**config.mk**
```make
export PLATFORM = sky130hd
export DESIGN_NAME = trial_division_prime_counter_top_flat
export DESIGN_NICKNAME = d
export VERILOG_FILES = /design/src/sv/tdpc_pkg.sv /design/src/sv/tdpc_in_if.sv /design/src/sv/tdpc_out_if.sv /design/src/sv/tdpc_rem.sv /design/src/sv/tdpc_seq.sv /design/src/sv/trial_division_prime_counter_top.sv /design/src/flat_wrapper.sv
export VERILOG_INCLUDE_DIRS = /design/src /design/src/sv
export SDC_FILE = /design/constraint.sdc
export NUM_CORES = 1
export LEC_CHECK = 0
export BUFFER_PORTS_ARGS = -buffer_cell sky130_fd_sc_hd__buf_2
export CORE_MARGIN = 4
export CORE_UTILIZATION = 30
export CTS_BUF_LIST = sky130_fd_sc_hd__clkbuf_8
export CTS_CLUSTER_SIZE = 25
export DETAILED_ROUTE_END_ITERATION = 6
export GPL_TIMING_DRIVEN = 0
export SLEW_MARGIN = 25
export SYNTH_ARGS = -nofsm -noshare
export SYNTH_HDL_FRONTEND = slang
export SYNTH_SLANG_ARGS = --single-unit
```
**constraint.sdc**
```tcl
create_clock -name clk -period 3.6 [get_ports clk]
set_input_delay 0 -clock clk [delete_from_list [all_inputs] [get_ports clk]]
set_output_delay 0 -clock clk [all_outputs]
set_load 0.02 [all_outputs]
```
**src/sv/assert_macros.svh**
```systemverilog
// assertion helpers shared by the rtl files
`ifndef ASSERT_MACROS_SVH
`define ASSERT_MACROS_SVH

// clocked assertion, ignored while reset is held
`define ASSERT_CLK(name, clk, rst_n, prop, msg) \
  name: assert property (@(posedge clk) disable iff (!rst_n) prop) else $error(msg);

// clocked assertion that is also checked during reset
`define ASSERT_ALWAYS(name, clk, prop, msg) \
  name: assert property (@(posedge clk) prop) else $error(msg);

`endif

```
**src/sv/tdpc_pkg.sv**
```systemverilog
// ----------------------------------------------------------------------------
// tdpc_pkg
// Shared constants, types and handshake structs of the trial division
// prime counter.
// ----------------------------------------------------------------------------
package tdpc_pkg;

  // widths of the request and result fields
  localparam int FIELD_VALUE_W = 16;
  localparam int FIELD_TOTAL_W = 16;

  // internal widths
  localparam int VALUE_WIDTH = 16;
  localparam int COUNT_WIDTH = 16;

  // divisors never exceed the square root of the value
  localparam int DIV_W    = (VALUE_WIDTH + 1) / 2;
  localparam int TRIAL_W  = DIV_W + 1;
  localparam int SQ_W     = 2 * DIV_W + 2;
  localparam int BITCNT_W = $clog2(VALUE_WIDTH + 1);

  localparam logic [COUNT_WIDTH-1:0] CNT_MAX = '1;

  typedef enum logic [1:0] {
    S_IDLE,
    S_TEST,
    S_DIV,
    S_DONE
  } seq_state_t;

  typedef struct packed {
    logic start;
  } rem_ctl_t;

  typedef struct packed {
    logic busy;
    logic done;
    logic zero;
  } rem_sts_t;

  typedef struct packed {
    logic start;
    logic ack;
  } seq_ctl_t;

  typedef struct packed {
    logic idle;
    logic done;
    logic prime;
  } seq_sts_t;

endpackage

```
**src/sv/tdpc_in_if.sv**
```systemverilog
// ----------------------------------------------------------------------------
// tdpc_in_if
// Request channel: one value with its end-of-list flag.
// ----------------------------------------------------------------------------
interface tdpc_in_if;
  logic                                 valid;
  logic                                 ready;
  logic [tdpc_pkg::FIELD_VALUE_W-1:0]   value;
  logic                                 last_item;

  modport source (output valid, output value, output last_item, input ready);
  modport sink   (input valid, input value, input last_item, output ready);
endinterface

```
**src/sv/tdpc_out_if.sv**
```systemverilog
// ----------------------------------------------------------------------------
// tdpc_out_if
// Result channel: prime flag, running prime count and list end marker.
// ----------------------------------------------------------------------------
interface tdpc_out_if;
  logic                                 valid;
  logic                                 ready;
  logic                                 is_prime;
  logic [tdpc_pkg::FIELD_TOTAL_W-1:0]   prime_total;
  logic                                 list_done;

  modport source (output valid, output is_prime, output prime_total, output list_done,
                  input ready);
  modport sink   (input valid, input is_prime, input prime_total, input list_done,
                  output ready);
endinterface

```
**src/sv/tdpc_rem.sv**
```systemverilog
// ----------------------------------------------------------------------------
// tdpc_rem
// Bit-serial restoring remainder unit: shifts in one dividend bit per cycle
// and reports whether the remainder is zero.
// ----------------------------------------------------------------------------
`include "assert_macros.svh"

module tdpc_rem (
  input  logic                              clk,
  input  logic                              rst_n,
  input  tdpc_pkg::rem_ctl_t                ctl,
  input  logic [tdpc_pkg::VALUE_WIDTH-1:0]  dividend,
  input  logic [tdpc_pkg::TRIAL_W-1:0]      divisor,
  output tdpc_pkg::rem_sts_t                sts
);
  import tdpc_pkg::*;

  logic [TRIAL_W-1:0]     rem_r,  rem_nxt;
  logic [VALUE_WIDTH-1:0] dvd_r,  dvd_nxt;
  logic [BITCNT_W-1:0]    cnt_r,  cnt_nxt;
  logic                   busy_r, busy_nxt;
  logic                   done_r, done_nxt;

  logic [TRIAL_W:0]       trial;
  logic [TRIAL_W:0]       dsr_ext;
  logic                   ge;

  assign trial   = {rem_r, dvd_r[VALUE_WIDTH-1]};
  assign dsr_ext = {1'b0, divisor};
  assign ge      = (trial >= dsr_ext);

  always_comb begin
    rem_nxt  = rem_r;
    dvd_nxt  = dvd_r;
    cnt_nxt  = cnt_r;
    busy_nxt = busy_r;
    done_nxt = 1'b0;
    if (ctl.start) begin
      rem_nxt  = '0;
      dvd_nxt  = dividend;
      cnt_nxt  = BITCNT_W'(VALUE_WIDTH);
      busy_nxt = 1'b1;
    end else if (busy_r) begin
      // trial < 2*divisor, so the difference fits
      rem_nxt  = ge ? TRIAL_W'(trial - dsr_ext) : trial[TRIAL_W-1:0];
      dvd_nxt  = {dvd_r[VALUE_WIDTH-2:0], 1'b0};
      cnt_nxt  = cnt_r - BITCNT_W'(1);
      busy_nxt = (cnt_r != BITCNT_W'(1));
      done_nxt = (cnt_r == BITCNT_W'(1));
    end
  end

  always_ff @(posedge clk) begin
    if (!rst_n) begin
      busy_r <= 1'b0;
      done_r <= 1'b0;
      cnt_r  <= '0;
    end else begin
      busy_r <= busy_nxt;
      done_r <= done_nxt;
      cnt_r  <= cnt_nxt;
    end
    rem_r <= rem_nxt;
    dvd_r <= dvd_nxt;
  end

  assign sts.busy = busy_r;
  assign sts.done = done_r;
  assign sts.zero = (rem_r == '0);

  `ASSERT_CLK(a_done_after_busy, clk, rst_n, done_r |-> ($past(busy_r) && !busy_r), "remainder done without a finished pass")

endmodule

```
**src/sv/tdpc_seq.sv**
```systemverilog
// ----------------------------------------------------------------------------
// tdpc_seq
// Trial divisor sequencer: steps the divisor from two upward while its
// square stays within the value and none has divided it, one remainder pass per divisor.
// ----------------------------------------------------------------------------
`include "assert_macros.svh"

module tdpc_seq (
  input  logic                              clk,
  input  logic                              rst_n,
  input  tdpc_pkg::seq_ctl_t                ctl,
  input  logic [tdpc_pkg::VALUE_WIDTH-1:0]  value,
  output tdpc_pkg::seq_sts_t                sts
);
  import tdpc_pkg::*;

  seq_state_t             state_r, state_nxt;
  logic [VALUE_WIDTH-1:0] val_r,   val_nxt;
  logic [TRIAL_W-1:0]     div_r,   div_nxt;
  logic [SQ_W-1:0]        sq_r,    sq_nxt;
  logic                   prime_r, prime_nxt;

  rem_ctl_t rem_ctl;
  rem_sts_t rem_sts;
  logic     sq_fits;

  assign sq_fits = (sq_r <= SQ_W'(val_r));

  tdpc_rem u_rem (
    .clk      (clk),
    .rst_n    (rst_n),
    .ctl      (rem_ctl),
    .dividend (val_r),
    .divisor  (div_r),
    .sts      (rem_sts)
  );

  // next state
  always_comb begin
    state_nxt = state_r;
    unique case (state_r)
      S_IDLE: if (ctl.start) state_nxt = S_TEST;
      S_TEST: state_nxt = sq_fits ? S_DIV : S_DONE;
      S_DIV: begin
        if (rem_sts.done) state_nxt = rem_sts.zero ? S_DONE : S_TEST;
      end
      S_DONE: if (ctl.ack) state_nxt = S_IDLE;
      default: state_nxt = S_IDLE;
    endcase
  end

  // datapath and outputs
  always_comb begin
    val_nxt       = val_r;
    div_nxt       = div_r;
    sq_nxt        = sq_r;
    prime_nxt     = prime_r;
    rem_ctl.start = 1'b0;
    unique case (state_r)
      S_IDLE: begin
        if (ctl.start) begin
          val_nxt   = value;
          div_nxt   = TRIAL_W'(2);
          sq_nxt    = SQ_W'(4);
          // zero and one are not prime
          prime_nxt = (value[VALUE_WIDTH-1:1] != '0);
        end
      end
      S_TEST: rem_ctl.start = sq_fits;
      S_DIV: begin
        if (rem_sts.done) begin
          if (rem_sts.zero) begin
            prime_nxt = 1'b0;
          end else begin
            // (d+1)^2 = d^2 + 2d + 1
            sq_nxt  = sq_r + SQ_W'({div_r, 1'b1});
            div_nxt = div_r + TRIAL_W'(1);
          end
        end
      end
      S_DONE: ;
      default: ;
    endcase
  end

  always_ff @(posedge clk) begin
    if (!rst_n) begin
      state_r <= S_IDLE;
    end else begin
      state_r <= state_nxt;
    end
    val_r   <= val_nxt;
    div_r   <= div_nxt;
    sq_r    <= sq_nxt;
    prime_r <= prime_nxt;
  end

  assign sts.idle  = (state_r == S_IDLE);
  assign sts.done  = (state_r == S_DONE);
  assign sts.prime = prime_r;

  `ASSERT_CLK(a_start_when_free, clk, rst_n, rem_ctl.start |-> !rem_sts.busy, "remainder pass started while busy")
  `ASSERT_CLK(a_hold_result, clk, rst_n, (state_r == S_DONE && !ctl.ack) |=> (state_r == S_DONE && $stable(prime_r)), "finished result not held")

endmodule

```
**src/sv/trial_division_prime_counter_top.sv**
```systemverilog
// ----------------------------------------------------------------------------
// trial_division_prime_counter_top
// Primality test by trial division with a running prime count per list.
// ----------------------------------------------------------------------------
// One request is in work at a time. Each trial divisor takes a square check,
// a bit-serial remainder pass and a step to act on its result. Divisors run
// from two while their square stays within the value and stop at the first
// one that divides it. The result sits in an output register, so a new
// request is taken while the previous result waits to be read.
`include "assert_macros.svh"

module trial_division_prime_counter_top (
  input  logic              clk,
  input  logic              rst_n,
  tdpc_in_if.sink           in_chan,
  tdpc_out_if.source        out_chan
);
  import tdpc_pkg::*;

  seq_ctl_t seq_ctl;
  seq_sts_t seq_sts;

  logic                   last_r,      last_nxt;
  logic [COUNT_WIDTH-1:0] count_r,     count_nxt;
  logic                   out_vld_r,   out_vld_nxt;
  logic                   out_prime_r, out_prime_nxt;
  logic [COUNT_WIDTH-1:0] out_total_r, out_total_nxt;
  logic                   out_last_r,  out_last_nxt;

  logic                   in_fire;
  logic                   out_fire;
  logic                   load_out;
  logic [COUNT_WIDTH-1:0] total;

  assign in_chan.ready = seq_sts.idle;
  assign in_fire       = in_chan.valid && in_chan.ready;
  assign out_fire      = out_vld_r && out_chan.ready;
  assign load_out      = seq_sts.done && (!out_vld_r || out_chan.ready);

  assign seq_ctl.start = in_fire;
  assign seq_ctl.ack   = load_out;

  tdpc_seq u_seq (
    .clk   (clk),
    .rst_n (rst_n),
    .ctl   (seq_ctl),
    .value (VALUE_WIDTH'(in_chan.value)),
    .sts   (seq_sts)
  );

  // saturating count including this item
  assign total = (seq_sts.prime && count_r != CNT_MAX) ? count_r + COUNT_WIDTH'(1) : count_r;

  always_comb begin
    last_nxt      = last_r;
    count_nxt     = count_r;
    out_vld_nxt   = out_vld_r;
    out_prime_nxt = out_prime_r;
    out_total_nxt = out_total_r;
    out_last_nxt  = out_last_r;
    if (in_fire) last_nxt = in_chan.last_item;
    if (out_fire) out_vld_nxt = 1'b0;
    if (load_out) begin
      out_vld_nxt   = 1'b1;
      out_prime_nxt = seq_sts.prime;
      out_total_nxt = total;
      out_last_nxt  = last_r;
      count_nxt     = last_r ? '0 : total;
    end
  end

  always_ff @(posedge clk) begin
    if (!rst_n) begin
      out_vld_r <= 1'b0;
      count_r   <= '0;
    end else begin
      out_vld_r <= out_vld_nxt;
      count_r   <= count_nxt;
    end
    last_r      <= last_nxt;
    out_prime_r <= out_prime_nxt;
    out_total_r <= out_total_nxt;
    out_last_r  <= out_last_nxt;
  end

  assign out_chan.valid       = out_vld_r;
  assign out_chan.is_prime    = out_prime_r;
  assign out_chan.prime_total = FIELD_TOTAL_W'(out_total_r);
  assign out_chan.list_done   = out_last_r;

  `ASSERT_CLK(a_count_clears, clk, rst_n, (load_out && last_r) |=> (count_r == '0), "count not cleared after end of list")

endmodule
```
**src/flat_wrapper.sv**
```systemverilog
// flat-port wrapper written by rule: the top's interface ports become plain ports
module trial_division_prime_counter_top_flat import tdpc_pkg::*;
  (clk, rst_n, in_chan_valid, in_chan_value, in_chan_last_item, in_chan_ready, out_chan_valid, out_chan_is_prime, out_chan_prime_total, out_chan_list_done, out_chan_ready);
  tdpc_in_if in_chan_i ();
  tdpc_out_if out_chan_i ();
  input  logic clk;
  input  logic rst_n;
  input wire logic [$bits(in_chan_i.valid)-1:0] in_chan_valid;
  input wire logic [$bits(in_chan_i.value)-1:0] in_chan_value;
  input wire logic [$bits(in_chan_i.last_item)-1:0] in_chan_last_item;
  output wire logic [$bits(in_chan_i.ready)-1:0] in_chan_ready;
  output wire logic [$bits(out_chan_i.valid)-1:0] out_chan_valid;
  output wire logic [$bits(out_chan_i.is_prime)-1:0] out_chan_is_prime;
  output wire logic [$bits(out_chan_i.prime_total)-1:0] out_chan_prime_total;
  output wire logic [$bits(out_chan_i.list_done)-1:0] out_chan_list_done;
  input wire logic [$bits(out_chan_i.ready)-1:0] out_chan_ready;
  assign in_chan_i.valid = in_chan_valid;
  assign in_chan_i.value = in_chan_value;
  assign in_chan_i.last_item = in_chan_last_item;
  assign in_chan_ready = in_chan_i.ready;
  assign out_chan_valid = out_chan_i.valid;
  assign out_chan_is_prime = out_chan_i.is_prime;
  assign out_chan_prime_total = out_chan_i.prime_total;
  assign out_chan_list_done = out_chan_i.list_done;
  assign out_chan_i.ready = out_chan_ready;
  trial_division_prime_counter_top u_core (.clk(clk), .rst_n(rst_n), .in_chan(in_chan_i), .out_chan(out_chan_i));
endmodule
```
==> results.cfg, run 1 <==
[timing]
period_needed_ns = 3.20
finalHoldViolations = 0
fin_ws_ns = 0.395
worst_pin_slew_ns = 0.789
post-route-period-util_pct = 89.0
rsz0062_at_grt = false
drv_slew = 0
setup_viol = 0
fmax_mhz = 312
finalClockSkew_ns = 0.00882
setup_tns_ns = 0
relSlewSlack_pct = 47.4

[layout]
fin_nets = 721
fill_cells = 2059
diodes = 0
area_growth_pct = 19.4
drive_gt1_share_pct = 14.7
seq_area_um2 = 3070
multi_input_area_um2 = 2950
design_area_um2 = 7430

[synthesis]
ys_seq_area_share_pct = 49.4
yosys_warnings = 0
synth_cells = 579
ys_ff_latch = 114
synth_top_area_cell = edfxtp_1
synth_edf_count = 79
syn_avg_cell_area_um2 = 10.7
synth_top_family_by_area = simple AND/OR/NAND/NOR gates
synth_most_common_cell = edfxtp_1
synthAdderAreaFrac_pct = 8.28
synth_top_area_share_pct = 38.1
syn-cell-area_um2 = 6220
synth_common_cells = edfxtp_1, nor2_1, ha_1
synth-compound-area-share_pct = 12.1
yosys.cell_types.count = 56
synthMuxAreaShare_pct = 5.11
synth-simple-area-share_pct = 16.3
ys.flop_type = edfxtp_1
mappedNetlistNets = 640
yosys-top-cells-area = edfxtp_1, dfxtp_1, ha_1, xnor2_1, nor2_1
synth_xor_area_share_pct = 5.49
async_flop_share_pct = 0

[detailed_routing]
drt-total-wl_mm = 13.7
via_per_inst = 4.83
first_iter_violations = 275
wire_per_inst_um = 14.6
vias = 4558
drc = 0
drt_pass1_iterations = 4
ant_nets = 0

[clocking]
clk_latency_ns = 0.44
clockBufferDepth = 2
cts_inserted_buffers = 17
cts_setup_buffers = 0
clkTransAtPathRegs_ns = 0.07
ctsResizeCount = 0
cts.htree.levels = 4
cts_root_buf = clkbuf_8
cts_sinks = 114
cts_hold_buffers = 21
cts_tree = built

[place]
gp_congestion = 0.797
place_area_um2 = 6790
hpwl_mm = 9.83
place_ws_ns = 0.375
port-buffer-count = 40

[setup_path]
required_ns = 3.69
worstReg2RegEnd = u_core.u_seq.u_rem.dvd_r[12]
criticalPathCategory = reg2reg
reg2reg_depth = 8
r2r-start = u_core.u_seq.sq_r[10]
end_kind = flop
startpoint_type = flop
crit_path_start = u_core.u_seq.sq_r[10]
cp_max_fo = 16
worstPathArrival_ns = 3.29
r2r_slack_ns = 0.40

[hold_path]
min_from = in_chan_last_item
hold_path.class = in2reg
hold-path-endpoint = u_core.last_r
holdPathStages = 2

[global_route]
antenna_found_initial = 0
grt_overflow_total = 0
gr-usage-all-layers_pct = 12.3
grt_pass1_wl_mm = 23.3
grt_pass1_vias = 4593
grt_max_degree = 25

[die]
die_y_um = 152
initial_core_util_pct = 30.7
row_count = 52
num_io_pins = 41
dieArea_um2 = 23100
die_w_um = 152
coreArea_um2 = 20300

[power_and_ir_drop]
power_leakage_nw = 2.83
ir_worst_vdd_uv = 242
total_power_mw = 3.98
p_per_area_nw_per_um2 = 536

[run_status]
status = complete, no violations

[flow_run]
maxCapViolations = 0
[layout make-up]
cell class | count | area share, %
sequential | 114 | 41.3
multi-input combinational | 413 | 39.6
timing repair buffer | 62 | 5.79
tap | 270 | 4.54
clock buffer | 17 | 3.15
clock inverter | 15 | 2.69
inverter | 35 | 1.77
buffer | 17 | 1.09
[flip-flops by register name (all words and copies together), names as in the netlist]
| signal | count |
|---|---|
| u_core.u_seq.u_rem.done_r | 1 |
| u_core.u_seq.val_r | 16 |
| u_core.u_seq.sq_r | 18 |
| u_core.out_chan.prime_total | 16 |
| u_core.out_chan.list_done | 1 |
| u_core.last_r | 1 |
| u_core.u_seq.state_r | 2 |
| u_core.out_chan.is_prime | 1 |
| u_core.u_seq.u_rem.rem_r | 9 |
| u_core.u_seq.u_rem.cnt_r | 5 |
| u_core.count_r | 16 |
| u_core.u_seq.div_r | 9 |
| u_core.u_seq.u_rem.busy_r | 1 |
| u_core.u_seq.prime_r | 1 |
| u_core.u_seq.u_rem.dvd_r | 16 |
| u_core.out_chan.valid | 1 |
[kinds of logic after synthesis]
family          Yosys count
mux                      26
compound gates          115
fa+ha+maj                40
xor+xnor                 39
simple gates            193
flops                   114
buf+inv                  52
[per-stage QoR]
| stage | cells | utilization (%) | hold slack (ns) |
|---|---|---|---|
| detailed placement | 890 | 33.4 | 0.185 |
| global placement | 889 | 33.3 | 0.183 |
| floorplan | 579 | - | 0.0989 |
| finish | 943 | 36.6 | 0.278 |
| global route | 943 | 36.6 | 0.262 |
| CTS | 943 | 36.6 | 0.248 |
[power by group]
part / switching, mW / total, mW / internal [mW] / leakage [nW]
sequential: 0.121 / 1.67 / 1.55 / 1.00
clock: 0.527 / 1.34 / 0.808 / 0.232
combinational: 0.543 / 0.983 / 0.440 / 1.59
total: 1.19 / 3.98 / 2.79 / 2.83
[worst max path at each step]
| stage | to | slack, ns | cells past startpoint |
|---|---|---|---|
| 5_1_grt | u_core.u_seq.u_rem.dvd_r[3] | 0.22 | 8 |
| 6_report | u_core.u_seq.u_rem.dvd_r[12] | 0.40 | 8 |
| 3_3_place_gp | u_core.u_seq.sq_r[10] | 0.44 | 3 |
| 2_1_floorplan | u_core.u_seq.u_rem.dvd_r[0] | 0.87 | 7 |
| 3_5_place_dp | u_core.u_seq.u_rem.dvd_r[12] | 0.38 | 8 |
| 4_1_cts | u_core.u_seq.u_rem.dvd_r[13] | 0.36 | 8 |
[critical path, cell delays in order, from the launching register on]
cell and delay, ns:
edfxtp_1 0.51, ha_1 0.35, nand4_1 0.11, or4_4 0.51, nor3_2 0.16, a21oi_1 0.11
nor4b_4 0.49, buf_6 0.23, or2_2 0.39
[cell usage in the layout (no fill, tap or decap), types with 12 or more instances in the layout]
cell / instances
a21boi_0: 13
a21oi_1: 28
and3_1: 12
buf_2: 42
clkbuf_1: 13
clkbuf_8: 17
dfxtp_1: 35
dlygate4sd3_1: 21
edfxtp_1: 79
ha_1: 38
inv_1: 39
nand2_1: 30
nand3_1: 19
nor2_1: 54
nor3_1: 12
o21ai_0: 24
xnor2_1: 25
xor2_1: 14
[per-layer routing]
metal / up-vias / part of all wire, % / global-route usage [%]
li1: 2296 / - / -
met1: 2183 / 48 / 16.1
met2: 63 / 48 / 20.3
met3: 16 / 3.0 / 3.07
met4: 0 / 1.2 / 3.81
met5: - / 0 / 0
(Power assumes the default switching activity.)
==> run 2, diff against run 1 <==
--- a/config.mk
+++ b/config.mk
@@ -6,6 +6,7 @@
 export SDC_FILE = /design/constraint.sdc
 export NUM_CORES = 1
 export LEC_CHECK = 0
+export ABC_AREA = 1
 export BUFFER_PORTS_ARGS = -buffer_cell sky130_fd_sc_hd__buf_2
 export CORE_MARGIN = 4
 export CORE_UTILIZATION = 30
==> results.cfg, run 2 <==
[die]
die_w_um = 157
coreArea_um2 = 21800
dieArea_um2 = 24600
num_io_pins = 41
row_count = 54
initial_core_util_pct = 30.4
die_y_um = 157

[layout]
finish.utilization_pct = 36.0
layout_commonest_cell = nand2_1
fin_nets = 981
design_area_um2 = 7870
fin_cells = 1213
area_growth_pct = 18.4
drive_gt1_share_pct = 10.7
top_register = u_core.u_seq.sq_r
mostFrequentLayoutCells = nand2_1, inv_1, edfxtp_1, nand3_1, nor2_1
largest_register_ffs = 18
diodes = 0

[run_status]
status = complete, no violations

[global_route]
grt_pass1_wl_mm = 25.4
gr-usage-all-layers_pct = 12.9
grt_overflow_total = 0
grt_max_degree = 28
antenna_found_initial = 0
grt_pass1_vias = 5232

[timing]
period_needed_ns = 2.84
fmax_mhz = 352
post-route-period-util_pct = 79.0
setup_tns_ns = 0
finalHoldViolations = 0
setup_viol = 0
worst_pin_slew_ns = 0.699
drv_slew = 0
fin_ws_ns = 0.756
rsz0062_at_grt = false
relSlewSlack_pct = 53.2
fin_hold_ws_ns = 0.177
finalClockSkew_ns = 0.00871

[setup_path]
worstPathArrival_ns = 2.93
crit_chain = ha_1 > nand2_1 > nor3_2 > nand4_1 > nand2_2 > nand2_1 > buf_2 > buf_6 > nand2_1
r2r_slack_ns = 0.76
required_ns = 3.68
startpoint_type = flop
criticalPathCategory = reg2reg
crit_top_cell = nand2_1
crit_path_start = u_core.u_seq.sq_r[13]
cp_max_fo = 16
r2r-start = u_core.u_seq.sq_r[13]
slowest_delay_ns = 0.49
reg2reg_depth = 9
worstReg2RegEnd = u_core.u_seq.u_rem.dvd_r[7]
crit_slowest_cell = nand2_1
end_kind = flop

[synthesis]
synth_common_cells = nand2_1, inv_1, edfxtp_1
synth_top_area_share_pct = 35.7
syn_avg_cell_area_um2 = 7.93
yosys-top-cells-area = edfxtp_1, nand2_1, dfxtp_1, ha_1, inv_1
yosys_warnings = 0
synth_most_common_cell = nand2_1
synth_cells = 838
async_flop_share_pct = 0
ys.flop_type = edfxtp_1
synth_edf_count = 79
mappedNetlistNets = 899
syn-cell-area_um2 = 6640
ys_seq_area_share_pct = 46.3
ys_ff_latch = 114
synth_top_area_cell = edfxtp_1
yosys.cell_types.count = 39

[clocking]
clockBufferDepth = 2
cts_setup_buffers = 0
cts.htree.levels = 4
ctsResizeCount = 0
cts_tree = built
cts_root_buf = clkbuf_8
cts_hold_buffers = 20
cts_inserted_buffers = 17
clk_latency_ns = 0.45
clkTransAtPathRegs_ns = 0.07
cts_sinks = 114

[hold_path]
holdPathStages = 4
min_from = in_chan_valid
hold-path-endpoint = u_core.last_r
hold_path.class = in2reg

[power_and_ir_drop]
p_per_area_nw_per_um2 = 802
total_power_mw = 6.31
power_leakage_nw = 3.49
ir_worst_vdd_uv = 458

[detailed_routing]
drt-total-wl_mm = 15.0
vias = 5499
drc = 0
wire_per_inst_um = 12.4
drt_pass1_iterations = 5
via_per_inst = 4.53
ant_nets = 0
first_iter_violations = 222

[place]
place_area_um2 = 7230
port-buffer-count = 40
place_inst = 1161
place_ws_ns = 0.710
hpwl_mm = 11.1
gp_congestion = 0.854

[flow_run]
maxCapViolations = 0
==> run 2: cell types whose count changed after synthesis, moves of 11 or more <==
cell      change
xnor2_1      -21
nand3_1      +56
a21oi_1      +30
nor2b_1      -11
nor2_1       +13
nand2_1     +213
a21boi_0     -11
inv_1        +87
and3_1       -12
==> run 2: power breakdown <==
group	switching, mW	internal [mW]	leakage, nW
Combinational	1.81	0.932	2.22
Clock	0.549	0.799	0.229
Sequential	0.286	1.93	1.04
==> run 2: cell families (layout without fill, tap and decap cells) <==
logic type	Yosys count	in the layout	share of synthesized area, %
buf+inv	141	236	8.36
fa+ha+maj	40	40	7.76
flops	114	114	46.3
compound gates	93	93	7.66
simple gates	433	433	27.7
xor+xnor	17	17	2.24
==> run 2: metal layers <==
| layer | track usage [%] | part of all wire, % |
|---|---|---|
| met3 | 2.93 | 3.4 |
| met4 | 3.88 | 1.4 |
| met5 | 0 | 0 |
| met1 | 17.9 | 51 |
| met2 | 20.1 | 44 |
==> run 2: final cells by class <==
class                           count  area (um2)
Inverter                          126         475
Buffer                             15        80.1
Tap cell                          280         350
Fill cell                        2294       14000
Clock buffer                       20         275
Timing Repair Buffer               63         427
Multi-Input combinational cell    583        3020
Sequential cell                   114        3070
Clock inverter                     12         163
==> run 2: worst max path at each step <==
stage	endpoint	slack [ns]	cells after the start
final	u_core.u_seq.u_rem.dvd_r[7]	0.76	9
after detailed placement	u_core.u_seq.u_rem.dvd_r[8]	0.71	9
after CTS	u_core.u_seq.u_rem.dvd_r[7]	0.73	9
after global routing	u_core.u_seq.u_rem.dvd_r[7]	0.46	10
after global placement	u_core.count_r[7]	0.56	7
after floorplan	u_core.u_seq.u_rem.dvd_r[0]	1.25	9
==> run 2: critical path, delay by kind of cell, from the launching register on <==
family | cells | cell delay (ns)
AND/OR/NAND/NOR | 6 | 1.26
adder cells (fa/ha/maj) | 1 | 0.35
flip-flops | 1 | 0.47
buffers and inverters | 2 | 0.39
==> run 3, diff against run 2 <==
==> constraint.sdc (replaced) <==
create_clock -name clk -period 2.4 [get_ports clk]
set_input_delay 0 -clock clk [delete_from_list [all_inputs] [get_ports clk]]
set_output_delay 0 -clock clk [all_outputs]
set_load 0.02 [all_outputs]
==> results.cfg, run 3 (synthesis gave the netlist of run 2 again) <==
[run_status]
status = complete, no violations

[layout]
fin_cells = 1226
top_register = u_core.u_seq.sq_r
multi_input_area_um2 = 3100
drive_gt1_share_pct = 12.8
finish.utilization_pct = 36.9
seq_area_um2 = 3070
diodes = 0
fin_nets = 994
largest_register_ffs = 18
layout_commonest_cell = nand2_1
fill_cells = 2272
mostFrequentLayoutCells = nand2_1, inv_1, edfxtp_1, nand3_1, nor2_1
area_growth_pct = 21.1

[global_route]
grt_pass1_wl_mm = 25.5
gr-usage-all-layers_pct = 12.9
grt_max_degree = 28
grt_pass1_vias = 5257
antenna_found_initial = 0
grt_overflow_total = 0

[clocking]
cts_tree = built
cts.htree.levels = 4
cts_sinks = 114
clockBufferDepth = 2
clkTransAtPathRegs_ns = 0.07
cts_root_buf = clkbuf_8
cts_inserted_buffers = 17
clk_latency_ns = 0.45

[power_and_ir_drop]
power_leakage_nw = 3.57
p_per_area_nw_per_um2 = 1210
clkPwrFrac_pct = 20.6
seqPwrFrac_pct = 33.8
p_sw_mw = 4.11
p_int_mw = 5.66
ir_worst_vdd_uv = 732
total_power_mw = 9.77
sw_frac_of_total_pct = 42.0
combPwrFrac_pct = 45.6

[setup_path]
required_ns = 2.54
r2r_slack_ns = 0.07
worstPathArrival_ns = 2.48
worstReg2RegEnd = u_core.u_seq.u_rem.dvd_r[7]
end_kind = flop
criticalPathCategory = reg2reg
reg2reg_depth = 9
cp_max_fo = 11
r2r-start = u_core.u_seq.sq_r[12]
startpoint_type = flop

[timing]
period_needed_ns = 2.33
worst_pin_slew_ns = 0.712
finalHoldViolations = 0
fin_hold_ws_ns = 0.180
fmax_mhz = 429
drv_slew = 0
relSlewSlack_pct = 52.4
finalClockSkew_ns = 0.00860
fin_ws_ns = 0.0676
post-route-period-util_pct = 97.2
setup_viol = 0

[detailed_routing]
drt-total-wl_mm = 15.4
via_per_inst = 4.54
ant_nets = 0
drt_pass1_iterations = 5
vias = 5572
drc = 0
first_iter_violations = 228
wire_per_inst_um = 12.6

[hold_path]
holdPathStages = 4
hold_path.class = in2reg
hold-path-endpoint = u_core.last_r
min_from = in_chan_valid

[die]
num_io_pins = 41
dieArea_um2 = 24600
row_count = 54
initial_core_util_pct = 30.4
coreArea_um2 = 21800
die_w_um = 157
die_y_um = 157

[place]
hpwl_mm = 11.1
place_ws_ns = -0.490
gp_congestion = 0.854
port-buffer-count = 40
place_inst = 1161

[flow_run]
maxCapViolations = 0
-- run 3: repair_timing --
item | 4_1_cts | 5_1_grt
hold endpoints to repair | 24 | 0
hold buffers | 20 | 0
setup endpoints to repair | 27 | 34
gates resized for setup | 6 | 12
setup buffers | 1 | 11
cloned | 0 | 1
pin swaps | 0 | 7
-- run 3: per-stage QoR --
stage / area, um2 / setup TNS [ns]
after detailed placement: 7230 / -8.12
after CTS: 7900 / 0
after global routing: 8050 / -0.0411
final: 8050 / 0
after floorplan: 6640 / 0
after global placement: 7190 / -22.06
-- run 3: layout make-up --
class,count,share of cell area (%)
Multi-Input combinational cell,584,38.6
Sequential cell,114,38.2
Timing Repair Buffer,75,6.42
Inverter,126,5.96
Tap cell,280,4.35
Clock buffer,20,3.42
Clock inverter,12,2.02
Buffer,15,1.07
-- run 3: critical path, cell delays in order (launching register included) --
cell      delay (ns)
edfxtp_1        0.47
ha_1            0.31
nand2_1         0.07
nor3_2          0.26
nand4_1         0.22
nand2_4         0.15
nand2_1         0.09
buf_6           0.18
buf_6           0.16
nand2_8         0.11
-- run 3: layer usage --
metal  vias up  track usage, %  part of all wire [%]  wire length (um)
met3        20            2.99                   4.4               684
met4         0            4.05                   1.4               209
met2       103            20.1                    45              6920
met5         -               0                     0                 0
met1      2520            17.9                    49              7590
li1       2929               -                     -                 -
-- run 3: worst max path at each step --
stage / startpoint / end
floorplan: u_core.u_seq.sq_r[13] / u_core.u_seq.u_rem.dvd_r[0]
finish: u_core.u_seq.sq_r[12] / u_core.u_seq.u_rem.dvd_r[7]
global placement: u_core.u_seq.state_r[0] / u_core.count_r[7]
CTS: u_core.u_seq.sq_r[11] / u_core.u_seq.u_rem.dvd_r[7]
detailed placement: u_core.u_seq.sq_r[13] / u_core.u_seq.u_rem.dvd_r[8]
global route: u_core.u_seq.val_r[8] / u_core.u_seq.u_rem.dvd_r[7]
-- run 3: power by group through the flow --
stage          Combinational (mW)  Sequential, mW  Clock [mW]
5_1_grt                      5.17            3.36        2.16
3_5_place_dp                 4.10            3.36           0
4_1_cts                      4.20            3.32        2.06
6_report                     4.45            3.30        2.02
2_1_floorplan                3.13            3.25           0
3_3_place_gp                 4.02            3.37           0
